<file path="config.mk">
export PLATFORM = sky130hd
export DESIGN_NAME = toolpath_fixed_step_resampler
export DESIGN_NICKNAME = d
export VERILOG_FILES = /design/src/rtl/core/tfsr_pkg.sv /design/src/rtl/core/tfsr_count_unit.sv /design/src/rtl/core/tfsr_delta_unit.sv /design/src/rtl/core/toolpath_fixed_step_resampler.sv
export VERILOG_INCLUDE_DIRS = /design/src /design/src/rtl/core
export SDC_FILE = /design/constraint.sdc
export NUM_CORES = 2
export LEC_CHECK = 0
export ABC_AREA = 1
export BUFFER_PORTS_ARGS = -buffer_cell sky130_fd_sc_hd__buf_4
export CORE_ASPECT_RATIO = 0.75
export CORE_UTILIZATION = 34
export DETAILED_ROUTE_END_ITERATION = 7
export PLACE_DENSITY = 0.6
export SYNTH_ARGS = -nofsm -noshare
export SYNTH_HDL_FRONTEND = slang
export SYNTH_HIERARCHICAL = 1
export SYNTH_SLANG_ARGS = --single-unit
</file>
<file path="constraint.sdc">
create_clock -name clk -period 8 [get_ports clk]
set_input_delay 1.6 -clock clk [delete_from_list [all_inputs] [get_ports clk]]
set_output_delay 1.6 -clock clk [all_outputs]
set_load 0.1 [all_outputs]
</file>
<file path="src/rtl/core/toolpath_fixed_step_resampler_assert.svh">
// ----------------------------------------------------------------------------
// Toolpath resampler assertion macros
// Clocked assertion shorthands used by the resampler RTL.
// ----------------------------------------------------------------------------
`ifndef TOOLPATH_FIXED_STEP_RESAMPLER_ASSERT_SVH
`define TOOLPATH_FIXED_STEP_RESAMPLER_ASSERT_SVH

// A property checked at every rising clock edge outside reset.
`define TFSR_ASSERT(label, prop, msg) \
    label: assert property (@(posedge clk) disable iff (!rst_n) prop) else $error(msg);

// An implication checked in the same cycle outside reset.
`define TFSR_ASSERT_IMPL(label, ante, cons, msg) \
    label: assert property (@(posedge clk) disable iff (!rst_n) (ante) |-> (cons)) \
        else $error(msg);

`endif

</file>
<file path="src/rtl/core/tfsr_pkg.sv">
// ----------------------------------------------------------------------------
// Toolpath resampler package
// Request types, widths and constants shared by the resampler modules.
// ----------------------------------------------------------------------------
`default_nettype none

package tfsr_pkg;

    localparam int MAX_POINTS = 32;
    localparam int CNT_W = $clog2(MAX_POINTS + 1);
    localparam int DELTA_W = 34;
    localparam logic [31:0] STEP_RESET = 32'd65536;

    typedef struct packed {
        logic signed [31:0] pos_x;
        logic signed [31:0] pos_y;
        logic signed [31:0] pos_z;
        logic signed [15:0] dir_x;
        logic signed [15:0] dir_y;
        logic signed [15:0] dir_z;
        logic [31:0] seg_length;
        logic [31:0] feed_rate;
        logic [31:0] bed_temp;
        logic [31:0] tool_power;
        logic chunk_first;
        logic chunk_last;
    } in_item_t;

    typedef struct packed {
        logic signed [31:0] out_x;
        logic signed [31:0] out_y;
        logic signed [31:0] out_z;
        logic signed [15:0] out_dir_x;
        logic signed [15:0] out_dir_y;
        logic signed [15:0] out_dir_z;
        logic [31:0] out_length;
        logic [31:0] out_feed;
        logic [31:0] out_bed;
        logic [31:0] out_power;
        logic starts_chunk;
        logic run_last;
    } out_item_t;

    typedef struct packed {
        logic start;
    } unit_ctrl_t;

    typedef struct packed {
        logic busy;
    } unit_stat_t;

endpackage

`default_nettype wire

</file>
<file path="src/rtl/core/tfsr_count_unit.sv">
// ----------------------------------------------------------------------------
// Toolpath resampler point counter
// Restoring division of segment length by step, one quotient bit per cycle,
// capped at the maximum number of points.
// ----------------------------------------------------------------------------
`default_nettype none

module tfsr_count_unit (
    input  wire logic                    clk,
    input  wire logic                    rst_n,
    input  wire tfsr_pkg::unit_ctrl_t    ctrl,
    output tfsr_pkg::unit_stat_t         stat,
    input  wire logic [31:0]             seg_len,
    input  wire logic [31:0]             step,
    output logic [tfsr_pkg::CNT_W-1:0]   count
);
    import tfsr_pkg::*;

    localparam int DW = 32 + CNT_W;
    localparam int KW = $clog2(CNT_W + 1);

    logic busy_reg;
    logic [KW-1:0] k_reg;
    logic [DW-1:0] rem_reg;
    logic [CNT_W-1:0] q_reg;
    logic [CNT_W-1:0] count_reg;

    logic [DW-1:0] shifted;
    logic geq;
    logic [DW-1:0] diff;
    logic [CNT_W-1:0] q_fin;

    always_comb
    begin
        shifted = {{CNT_W{1'b0}}, step} << k_reg;
        geq = rem_reg >= shifted;
        diff = rem_reg - shifted;
        q_fin = (q_reg << 1) | CNT_W'(geq);
    end

    always_ff @(posedge clk or negedge rst_n)
    begin
        if (!rst_n)
        begin
            busy_reg <= 1'b0;
            k_reg <= '0;
            rem_reg <= '0;
            q_reg <= '0;
            count_reg <= '0;
        end
        else if (ctrl.start)
        begin
            busy_reg <= 1'b1;
            k_reg <= KW'(CNT_W);
            rem_reg <= {{CNT_W{1'b0}}, seg_len};
            q_reg <= '0;
        end
        else if (busy_reg)
        begin
            if (k_reg == KW'(CNT_W))
            begin
                if (geq)
                begin
                    count_reg <= CNT_W'(MAX_POINTS);
                    busy_reg <= 1'b0;
                end
                else
                begin
                    k_reg <= k_reg - 1'b1;
                end
            end
            else
            begin
                if (geq)
                begin
                    rem_reg <= diff;
                end
                q_reg <= q_fin;
                if (k_reg == '0)
                begin
                    count_reg <= (q_fin > CNT_W'(MAX_POINTS)) ? CNT_W'(MAX_POINTS) : q_fin;
                    busy_reg <= 1'b0;
                end
                else
                begin
                    k_reg <= k_reg - 1'b1;
                end
            end
        end
    end

    assign stat.busy = busy_reg;
    assign count = count_reg;

endmodule

`default_nettype wire

</file>
<file path="src/rtl/core/tfsr_delta_unit.sv">
// ----------------------------------------------------------------------------
// Toolpath resampler step delta unit
// One shared multiplier scales the step by each direction component in turn
// and rounds the product half toward plus infinity.
// ----------------------------------------------------------------------------
`default_nettype none

module tfsr_delta_unit (
    input  wire logic                                clk,
    input  wire logic                                rst_n,
    input  wire tfsr_pkg::unit_ctrl_t                ctrl,
    output tfsr_pkg::unit_stat_t                     stat,
    input  wire logic [31:0]                         step,
    input  wire logic [2:0][15:0]                    dir,
    output logic [2:0][tfsr_pkg::DELTA_W-1:0]        delta
);
    import tfsr_pkg::*;

    localparam logic [1:0] IDX_LAST = 2'd3;

    logic busy_reg;
    logic [1:0] idx_reg;
    logic signed [48:0] prod_reg;
    logic [2:0][DELTA_W-1:0] delta_reg;

    logic signed [15:0] sel_dir;
    logic signed [48:0] rounded;

    always_comb
    begin
        unique case (idx_reg)
            2'd0: sel_dir = $signed(dir[0]);
            2'd1: sel_dir = $signed(dir[1]);
            2'd2: sel_dir = $signed(dir[2]);
            default: sel_dir = '0;
        endcase
        rounded = prod_reg + 49'sd16384;
    end

    always_ff @(posedge clk or negedge rst_n)
    begin
        if (!rst_n)
        begin
            busy_reg <= 1'b0;
            idx_reg <= '0;
            prod_reg <= '0;
            delta_reg <= '0;
        end
        else if (ctrl.start)
        begin
            busy_reg <= 1'b1;
            idx_reg <= '0;
        end
        else if (busy_reg)
        begin
            if (idx_reg != IDX_LAST)
            begin
                prod_reg <= $signed({1'b0, step}) * sel_dir;
            end
            unique case (idx_reg)
                2'd1: delta_reg[0] <= rounded[48:15];
                2'd2: delta_reg[1] <= rounded[48:15];
                2'd3: delta_reg[2] <= rounded[48:15];
                default: ;
            endcase
            if (idx_reg == IDX_LAST)
            begin
                busy_reg <= 1'b0;
            end
            else
            begin
                idx_reg <= idx_reg + 1'b1;
            end
        end
    end

    assign stat.busy = busy_reg;
    assign delta = delta_reg;

endmodule

`default_nettype wire

</file>
<file path="src/rtl/core/toolpath_fixed_step_resampler.sv">
// A request accepted while a point is held starts its flush in S_SETUP, before its own point is handled.
// A run first sets up (count division and three multiplies) in S_SETUP and S_WAIT, then emits its points.
// Results leave through one output register, one per cycle within a run while not stalled.
// Reset (rst_n, asynchronous, active low) clears the held point and sets step to 1.0 mm.
// ----------------------------------------------------------------------------
// Fixed-step toolpath resampler
// Sequencer that expands toolpath points into runs spaced by a fixed step, passes some points through and drops others.
// ----------------------------------------------------------------------------
`default_nettype none

`include "toolpath_fixed_step_resampler_assert.svh"

module toolpath_fixed_step_resampler (
    input  wire logic                 clk,
    input  wire logic                 rst_n,
    input  wire logic                 in_valid,
    output logic                      in_stall,
    input  wire tfsr_pkg::in_item_t   in_data,
    output logic                      out_valid,
    input  wire logic                 out_stall,
    output tfsr_pkg::out_item_t       out_data,
    input  wire logic                 step_wr_en,
    input  wire logic [31:0]          step_wr_data
);
    import tfsr_pkg::*;

    typedef enum logic [2:0] {
        S_IDLE,
        S_NEXT,
        S_SETUP,
        S_WAIT,
        S_ADV,
        S_EMIT,
        S_PASS
    } state_t;

    typedef enum logic [1:0] {
        K_SKIP,
        K_PASS,
        K_HOLD,
        K_RUN
    } kind_t;

    state_t state_reg;
    kind_t kind_reg;
    kind_t kind_next;
    in_item_t item_reg;
    logic [31:0] step_reg;
    logic held_valid_reg;
    logic [2:0][31:0] held_pos_reg;
    logic [2:0][15:0] held_dir_reg;
    logic [31:0] held_len_reg;
    logic [2:0][31:0] pos_reg;
    logic [2:0][15:0] run_dir_reg;
    logic [31:0] run_len_reg;
    logic run_origin_reg;
    logic run_opens_reg;
    logic run_final_reg;
    logic held_phase_reg;
    logic [CNT_W-1:0] i_reg;
    logic out_valid_reg;
    out_item_t out_data_reg;

    unit_ctrl_t unit_ctrl;
    unit_stat_t cnt_stat;
    unit_stat_t dlt_stat;
    logic [CNT_W-1:0] cnt_n;
    logic [2:0][DELTA_W-1:0] delta;
    logic [2:0][31:0] adv_pos;
    logic slot_free;
    logic out_load;
    logic in_accept;
    logic is_long;
    logic last_point;

    function automatic logic [31:0] sat_add(input logic signed [31:0] a,
                                            input logic signed [DELTA_W-1:0] d);
        logic signed [DELTA_W:0] sum;
        logic [31:0] res;
        sum = {{(DELTA_W - 31){a[31]}}, a} + {d[DELTA_W-1], d};
        if (sum[DELTA_W:31] == '0 || sum[DELTA_W:31] == '1)
        begin
            res = sum[31:0];
        end
        else if (sum[DELTA_W])
        begin
            res = 32'h8000_0000;
        end
        else
        begin
            res = 32'h7FFF_FFFF;
        end
        return res;
    endfunction

    tfsr_count_unit u_count (
        .clk     (clk),
        .rst_n   (rst_n),
        .ctrl    (unit_ctrl),
        .stat    (cnt_stat),
        .seg_len (run_len_reg),
        .step    (step_reg),
        .count   (cnt_n)
    );

    tfsr_delta_unit u_delta (
        .clk   (clk),
        .rst_n (rst_n),
        .ctrl  (unit_ctrl),
        .stat  (dlt_stat),
        .step  (step_reg),
        .dir   (run_dir_reg),
        .delta (delta)
    );

    always_comb
    begin
        unit_ctrl.start = (state_reg == S_SETUP);
        in_stall = (state_reg != S_IDLE);
        in_accept = in_valid && !in_stall;
        slot_free = !out_valid_reg || !out_stall;
        out_load = slot_free && (state_reg == S_EMIT || state_reg == S_PASS);
        is_long = in_data.seg_length >= step_reg;
        last_point = ((i_reg + 1'b1) == cnt_n);
        for (int j = 0; j < 3; j++)
        begin
            adv_pos[j] = sat_add(pos_reg[j], delta[j]);
        end
        priority if (in_data.chunk_first && in_data.chunk_last)
        begin
            kind_next = K_SKIP;
        end
        else if (in_data.chunk_last)
        begin
            kind_next = K_PASS;
        end
        else if (in_data.chunk_first)
        begin
            kind_next = is_long ? K_HOLD : K_PASS;
        end
        else
        begin
            kind_next = is_long ? K_RUN : K_SKIP;
        end
    end

    always_ff @(posedge clk or negedge rst_n)
    begin
        if (!rst_n)
        begin
            state_reg <= S_IDLE;
            kind_reg <= K_SKIP;
            item_reg <= '0;
            step_reg <= STEP_RESET;
            held_valid_reg <= 1'b0;
            held_pos_reg <= '0;
            held_dir_reg <= '0;
            held_len_reg <= '0;
            pos_reg <= '0;
            run_dir_reg <= '0;
            run_len_reg <= '0;
            run_origin_reg <= 1'b0;
            run_opens_reg <= 1'b0;
            run_final_reg <= 1'b0;
            held_phase_reg <= 1'b0;
            i_reg <= '0;
            out_valid_reg <= 1'b0;
            out_data_reg <= '0;
        end
        else
        begin
            if (step_wr_en)
            begin
                step_reg <= step_wr_data;
            end

            if (out_load)
            begin
                out_valid_reg <= 1'b1;
            end
            else if (!out_stall)
            begin
                out_valid_reg <= 1'b0;
            end

            unique case (state_reg)
                S_IDLE:
                begin
                    if (in_accept)
                    begin
                        item_reg <= in_data;
                        kind_reg <= kind_next;
                        if (held_valid_reg)
                        begin
                            held_valid_reg <= 1'b0;
                            held_phase_reg <= 1'b1;
                            pos_reg <= held_pos_reg;
                            run_dir_reg <= held_dir_reg;
                            run_len_reg <= held_len_reg;
                            run_origin_reg <= 1'b1;
                            run_opens_reg <= 1'b1;
                            run_final_reg <= !(kind_next == K_PASS || kind_next == K_RUN);
                            state_reg <= S_SETUP;
                        end
                        else
                        begin
                            state_reg <= S_NEXT;
                        end
                    end
                end
                S_NEXT:
                begin
                    unique case (kind_reg)
                        K_SKIP: state_reg <= S_IDLE;
                        K_PASS: state_reg <= S_PASS;
                        K_HOLD:
                        begin
                            held_valid_reg <= 1'b1;
                            held_pos_reg <= {item_reg.pos_z, item_reg.pos_y, item_reg.pos_x};
                            held_dir_reg <= {item_reg.dir_z, item_reg.dir_y, item_reg.dir_x};
                            held_len_reg <= item_reg.seg_length;
                            state_reg <= S_IDLE;
                        end
                        K_RUN:
                        begin
                            pos_reg <= {item_reg.pos_z, item_reg.pos_y, item_reg.pos_x};
                            run_dir_reg <= {item_reg.dir_z, item_reg.dir_y, item_reg.dir_x};
                            run_len_reg <= item_reg.seg_length;
                            run_origin_reg <= 1'b0;
                            run_opens_reg <= 1'b0;
                            run_final_reg <= 1'b1;
                            state_reg <= S_SETUP;
                        end
                        default: state_reg <= S_IDLE;
                    endcase
                end
                S_SETUP:
                begin
                    i_reg <= '0;
                    state_reg <= S_WAIT;
                end
                S_WAIT:
                begin
                    if (!cnt_stat.busy && !dlt_stat.busy)
                    begin
                        if (cnt_n == '0)
                        begin
                            held_phase_reg <= 1'b0;
                            state_reg <= held_phase_reg ? S_NEXT : S_IDLE;
                        end
                        else if (run_origin_reg)
                        begin
                            state_reg <= S_EMIT;
                        end
                        else
                        begin
                            state_reg <= S_ADV;
                        end
                    end
                end
                S_ADV:
                begin
                    pos_reg <= adv_pos;
                    state_reg <= S_EMIT;
                end
                S_EMIT:
                begin
                    if (slot_free)
                    begin
                        out_data_reg.out_x <= pos_reg[0];
                        out_data_reg.out_y <= pos_reg[1];
                        out_data_reg.out_z <= pos_reg[2];
                        out_data_reg.out_dir_x <= run_dir_reg[0];
                        out_data_reg.out_dir_y <= run_dir_reg[1];
                        out_data_reg.out_dir_z <= run_dir_reg[2];
                        out_data_reg.out_length <= step_reg;
                        out_data_reg.out_feed <= item_reg.feed_rate;
                        out_data_reg.out_bed <= item_reg.bed_temp;
                        out_data_reg.out_power <= item_reg.tool_power;
                        out_data_reg.starts_chunk <= run_opens_reg && (i_reg == '0);
                        out_data_reg.run_last <= run_final_reg && last_point;
                        pos_reg <= adv_pos;
                        i_reg <= i_reg + 1'b1;
                        if (last_point)
                        begin
                            held_phase_reg <= 1'b0;
                            state_reg <= held_phase_reg ? S_NEXT : S_IDLE;
                        end
                    end
                end
                S_PASS:
                begin
                    if (slot_free)
                    begin
                        out_data_reg.out_x <= item_reg.pos_x;
                        out_data_reg.out_y <= item_reg.pos_y;
                        out_data_reg.out_z <= item_reg.pos_z;
                        out_data_reg.out_dir_x <= item_reg.dir_x;
                        out_data_reg.out_dir_y <= item_reg.dir_y;
                        out_data_reg.out_dir_z <= item_reg.dir_z;
                        out_data_reg.out_length <= item_reg.seg_length;
                        out_data_reg.out_feed <= item_reg.feed_rate;
                        out_data_reg.out_bed <= item_reg.bed_temp;
                        out_data_reg.out_power <= item_reg.tool_power;
                        out_data_reg.starts_chunk <= item_reg.chunk_first;
                        out_data_reg.run_last <= 1'b1;
                        state_reg <= S_IDLE;
                    end
                end
                default: state_reg <= S_IDLE;
            endcase
        end
    end

    assign out_valid = out_valid_reg;
    assign out_data = out_data_reg;

    `TFSR_ASSERT(a_units_idle, (state_reg == S_IDLE) |-> (!cnt_stat.busy && !dlt_stat.busy),
                 "arithmetic unit busy while idle")
    `TFSR_ASSERT(a_emit_index, (state_reg == S_EMIT) |-> (i_reg < cnt_n),
                 "point index past run count")
    `TFSR_ASSERT(a_count_cap, (!cnt_stat.busy) |-> (cnt_n <= CNT_W'(MAX_POINTS)),
                 "point count above cap")
    `TFSR_ASSERT_IMPL(a_no_hold_in_flush, held_phase_reg, !held_valid_reg,
                      "point held during flush")

endmodule

`default_nettype wire
</file>
## Word-level counts from Yosys, hierarchy flattened

Cells that the tools add are included.

- Shifts and indexed selects: 1
- Multiply operators: 1
- Mux-type cells: 86
- Add/subtract/negate cells: 8
- Order comparisons: 3
- Reduce and logical (&&, ||, !) cells: 56
- Equal/unequal tests: 35
- Bitwise operators: 2

Operator list:

| kind | number |
|---|---|
| 274-bit 2-to-1 mux | 2 |
| 274-bit one-hot mux with 2 select lines | 1 |
| 96-bit 2-to-1 mux | 4 |
| 96-bit one-hot mux with 4 select lines | 1 |
| 32-bit 2-to-1 mux | 9 |
| 38-bit 2-to-1 mux | 4 |
| 48-bit 2-to-1 mux | 3 |
| 32-bit by 34-bit adder with 35-bit output | 3 |
| 48-bit one-hot mux with 2 select lines | 1 |
| 32-bit one-hot mux with 2 select lines | 1 |
| 49-bit by 16-bit adder with 49-bit output, second input constant | 1 |
| 33-bit by 16-bit multiplier with 49-bit output | 1 |
| 16-bit one-hot mux with 3 select lines | 1 |
| 38-bit greater-or-equal comparator | 1 |
| 32-bit by 3-bit left shift with 38-bit output | 1 |
| 38-bit subtractor | 1 |
| 3-bit 2-to-1 mux | 11 |
| 32-bit greater-or-equal comparator | 1 |
| 6-bit 2-to-1 mux | 5 |
| 1-bit 2-to-1 mux | 24 |
| 3-bit AND reduction | 8 |
| 2-bit inequality test, second input constant | 11 |
| 3-bit one-hot mux with 7 select lines | 1 |
| 2-bit 2-to-1 mux | 9 |
| other kinds (36) | 87 |

- Register bits: 1154
- Logic and storage cells: 249
- Output and inout port bits: 276
- Input bits: 311

## Longest topological paths before layout

- Word-level depth: 11
- Depth in mapped cells: 35
- Depth with buffers taken out: 32

## Hierarchy

The synthesis kept the hierarchy.

Modules (own cells, without submodules):

| module | seq. area each (um^2) | times used | cells an instance | area an instance (um^2) |
|---|---|---|---|---|
| toolpath_fixed_step_resampler | 23699.0 | 1 | 5769 | 46683.5 |
| tfsr_delta_unit | 3503.4 | 1 | 2991 | 23311.1 |
| tfsr_count_unit | 1326.3 | 1 | 1266 | 6790.3 |

## Worst setup path before layout

OpenSTA, ideal clock, no wires.

- Path kind: register to register
- Start point: register u_delta.idx_reg[0]
- End point: register u_delta.prod_reg[38]
- Clock period less this slack: 6.621 ns
- Setup slack: 1.379 ns
- Path buffers: 3
- Required time: 7.882 ns
- Setup time: 0.118 ns
- Stages on the path, launching flop included: 31
- Arrival time: 6.503 ns
- Path through: dfrtp_1 inv_1 ha_1 clkbuf_2 clkbuf_1 nand2_1 nand3_1 nand2_1 inv_1 clkbuf_1 nand2_1 fa_1 inv_1 fa_1 fa_1 fa_1 fa_1 inv_1 fa_1 inv_1 ha_1 a21oi_1 nor2_1 nor2_1 a21boi_0 o21ai_0 nand2_1 nand3_1 or2_2 nand3_1 nand2_1

- Word-level cells in the longest chain between the ends: 3
- Elaborated cells between the ends (all ways): 7
- Those cells by class: mul: 1; eq/ne: 3; mux: 1; reduce/logical: 2

Ends and longest elaborated chain:

| what | line | RTL |
|---|---|---|
| start, declared | tfsr_delta_unit.sv:22 | `logic [1:0] idx_reg;` |
| start signal, assigned | tfsr_delta_unit.sv:72 | `idx_reg <= idx_reg + 1'b1;` |
| 2-bit == test, or another cell as far along | tfsr_delta_unit.sv:31 | `unique case (idx_reg)` |
| 16-bit one-hot mux with 3 select lines | tfsr_delta_unit.sv:31 |  |
| 33-bit by 16-bit multiplier with 49-bit output | tfsr_delta_unit.sv:58 | `prod_reg <= $signed({1'b0, step}) * sel_dir;` |
| end signal, assigned | tfsr_delta_unit.sv:58 |  |
| end, declared | tfsr_delta_unit.sv:23 | `logic signed [48:0] prod_reg;` |

Several ways; a longest one is shown, not always the timed one.
A chain may end at the register's enable or synchronous reset.

## Worst setup path in the final report

- Start point: register u_delta.idx_reg[0]
- End point: register u_delta.prod_reg[46]

The elaborated chain is that of the path after synthesis.

==> flow_summary.toml <==
[logic_synthesis]
yosysSeqAreaShare_pct = 37.2
synthesis.instances = 10000
synth-main-ff-cell = "dfrtp_1"
syn_area_per_cell_um2 = 7.66
ys_warn_count = 6
ys_seq_elements = 1140
async_reset_ff_share_pct = 100
synth_area_um2 = 76800
yosysUniqueCellTypes = 58
synth_nets = 11100
synth_edf_count = 0

[floorplan]
initial_core_util_pct = 34.3
dieArea_um2 = 228000
rows = 150
die_w_um = 551
core_um2 = 224000
pin_count = 587
dieHeight_um = 414

[worst_setup_path]
crit_fanout = 27
crit_top_cell = "inv_1"
r2r_slack_ps = 460
endpoint_kind = "flip-flop"
worstPathRequired_ps = 8590
cp_slowest_stage_delay_ps = 580
start_kind = "flip-flop"
critPathSlowestCell = "fa_1"
worst-setup-path-type = "flip-flop to flip-flop"
worstPathArrival_ps = 8120

[min_path]
hold_path_class = "flip-flop to flip-flop"

[global_route]
grt.total_usage_pct = 25.2
antenna_found_initial = 16
grt_max_degree = 213
gr-total-overflow = 0
grt_pass1_wl_mm = 434
grt_pass1_vias = 67000

[timing]
finalSetupViolations = 0
maxSlewHeadroom_pct = 12.3
rsz0062_at_grt = "false"
fin_crit_ps = 7540
setup_tns_ps = 0
fmax_ghz = 0.133
finalClockSkew_ps = 116
finalHoldViolCount = 0
period_share_pct = 94.2
slew_viol_final = 0
tightest_slew_ps = 1320
hold_slack_ps = 459

[layout]
final_cell_area_um2 = 88500
regArea_um2 = 28500
area_delta_synth_final_pct = 15.3
final_common_cell = "nand2_1"
largest_reg_flops = 274
layout_common_cells = "nand2_1 (2964), inv_1 (1385), dfrtp_1 (1138), nor2_1 (916), o21ai_0 (782)"
fillers = 23200
layout-drive-gt1-share_pct = 10.5
multi_input_area_um2 = 41100
final_nets = 11500
postLayoutCoreUtil_pct = 39.6

[placement]
place.gp.congestion = 0.950
placed_cell_area_um2 = 84500
io_buffer_count = 586
dp_hpwl_mm = 223

[clock_tree]
cts_max_level = 3
cts_buffer_depth = 3
cts_resized = 0
cts_tree = "built"
cts.sinks = 1140
clkLatencyLatePin_ps = 810
path_clk_slew_ps = 60
numCtsBuffers = 119
holdBufCountCts = 0
cts_setup_buffers = 0
cts-root-buf = "clkbuf_16"

[drt]
drc = 0
drt_iter0_markers = 7103
vias_per_cell = 5.17
ant_nets = 0
wire_per_inst_um = 21.4
totalWireLength_mm = 290
vias = 69800
first_pass_iters = 6

[status]
outcome = "complete, no violations"

[flow_run]
max_cap_viol_count = 0
## cells in the mapped netlist (4+ instances only)
library cell     n  area [µm²]
nand2_1       2969       11100
inv_1         1388        5210
dfrtp_1       1139       28500
nor2_1         920        3450
o21ai_0        782        3910
fa_1           421        8430
nand3_1        419        2100
ha_1           333        4170
a21oi_1        315        1580
clkbuf_1       312        1170
a31oi_1        282        1760
a221oi_1        97         850
buf_2           97         485
xor2_1          86         753
xnor2_1         53         464
nor3_1          43         215
nand4_1         37         231
o21bai_1        37         278
nand2_2         33         206
nor2_2          26         163
or2_2           24         150
inv_2           20        75.1
buf_1           18        67.6
o21ai_1         18        90.1
nand3b_1        14         105
nand3_2         13         130
buf_6           12         135
a21o_1          11        82.6
buf_4           11        82.6
and2_1           9        56.3
clkinv_1         9        33.8
nor4_1           8        50.1
a21boi_0         7        52.6
mux2i_1          7        70.1
o21a_1           7        52.6
o22ai_1          7        43.8
nor3_2           6        60.1
and3_1           4        25.0
nor2_4           4        45.0
## final timing paths
path / start / end / cells past startpoint
setup / recovery: u_delta/idx_reg[0] / u_delta/prod_reg[46] / 32
hold / removal: held_len_reg[17] / run_len_reg[17] / 2
setup reg to reg: u_delta/idx_reg[0] / u_delta/prod_reg[46] / 32
hold reg to reg: held_len_reg[17] / run_len_reg[17] / 2
max in group asynchronous: rst_n / out_data[265] / 2
min in group asynchronous: rst_n / u_count/rem_reg[16] / 1
## layer usage
metal	part of all wire [%]	track usage (%)	up-vias
li1	-	-	32400
met1	49	39.3	34500
met2	41	35.9	2612
met3	8.3	4.36	286
met4	1.8	5.00	8
met5	0.016	0	-
## stage by stage
| stage | worst slack, ps | instances |
|---|---|---|
| 5_1_grt | 37.3 | 13500 |
| 3_3_place_gp | 286 | 13300 |
| 3_5_place_dp | 209 | 13300 |
| 2_1_floorplan | 1380 | 10000 |
| 6_report | 461 | 13500 |
| 4_1_cts | 74.1 | 13500 |
## layout make-up
| class | count | share of cell area [%] |
|---|---|---|
| clock buffers | 166 | 3.85 |
| flip-flops and latches | 1140 | 32.2 |
| well taps | 2964 | 4.19 |
| diodes | 7 | 0.0198 |
| multi-input cells | 7016 | 46.4 |
| inverters | 1418 | 6.06 |
| clock inverters | 49 | 0.622 |
| repair buffers | 753 | 6.66 |
## critical path: cells and delay by family (launching register included)
kind / cells / cell delay [ps]
adders and majority gates: 8 / 3900
AOI/OAI and AO/OA: 1 / 150
buffers and inverters: 11 / 1160
DFF: 1 / 410
and+or+nand+nor: 12 / 1640
## cells by family after synthesis
kind of cell	share of synthesized area (%)
compound gates	11.5
xor+xnor	1.59
fa+ha+maj	16.4
buf+inv	9.49
flops	37.2
mux	0.121
simple gates	23.8
Power is not shown: default switching activity piles up to over one toggle a cycle in this logic, so the estimate is an artifact.
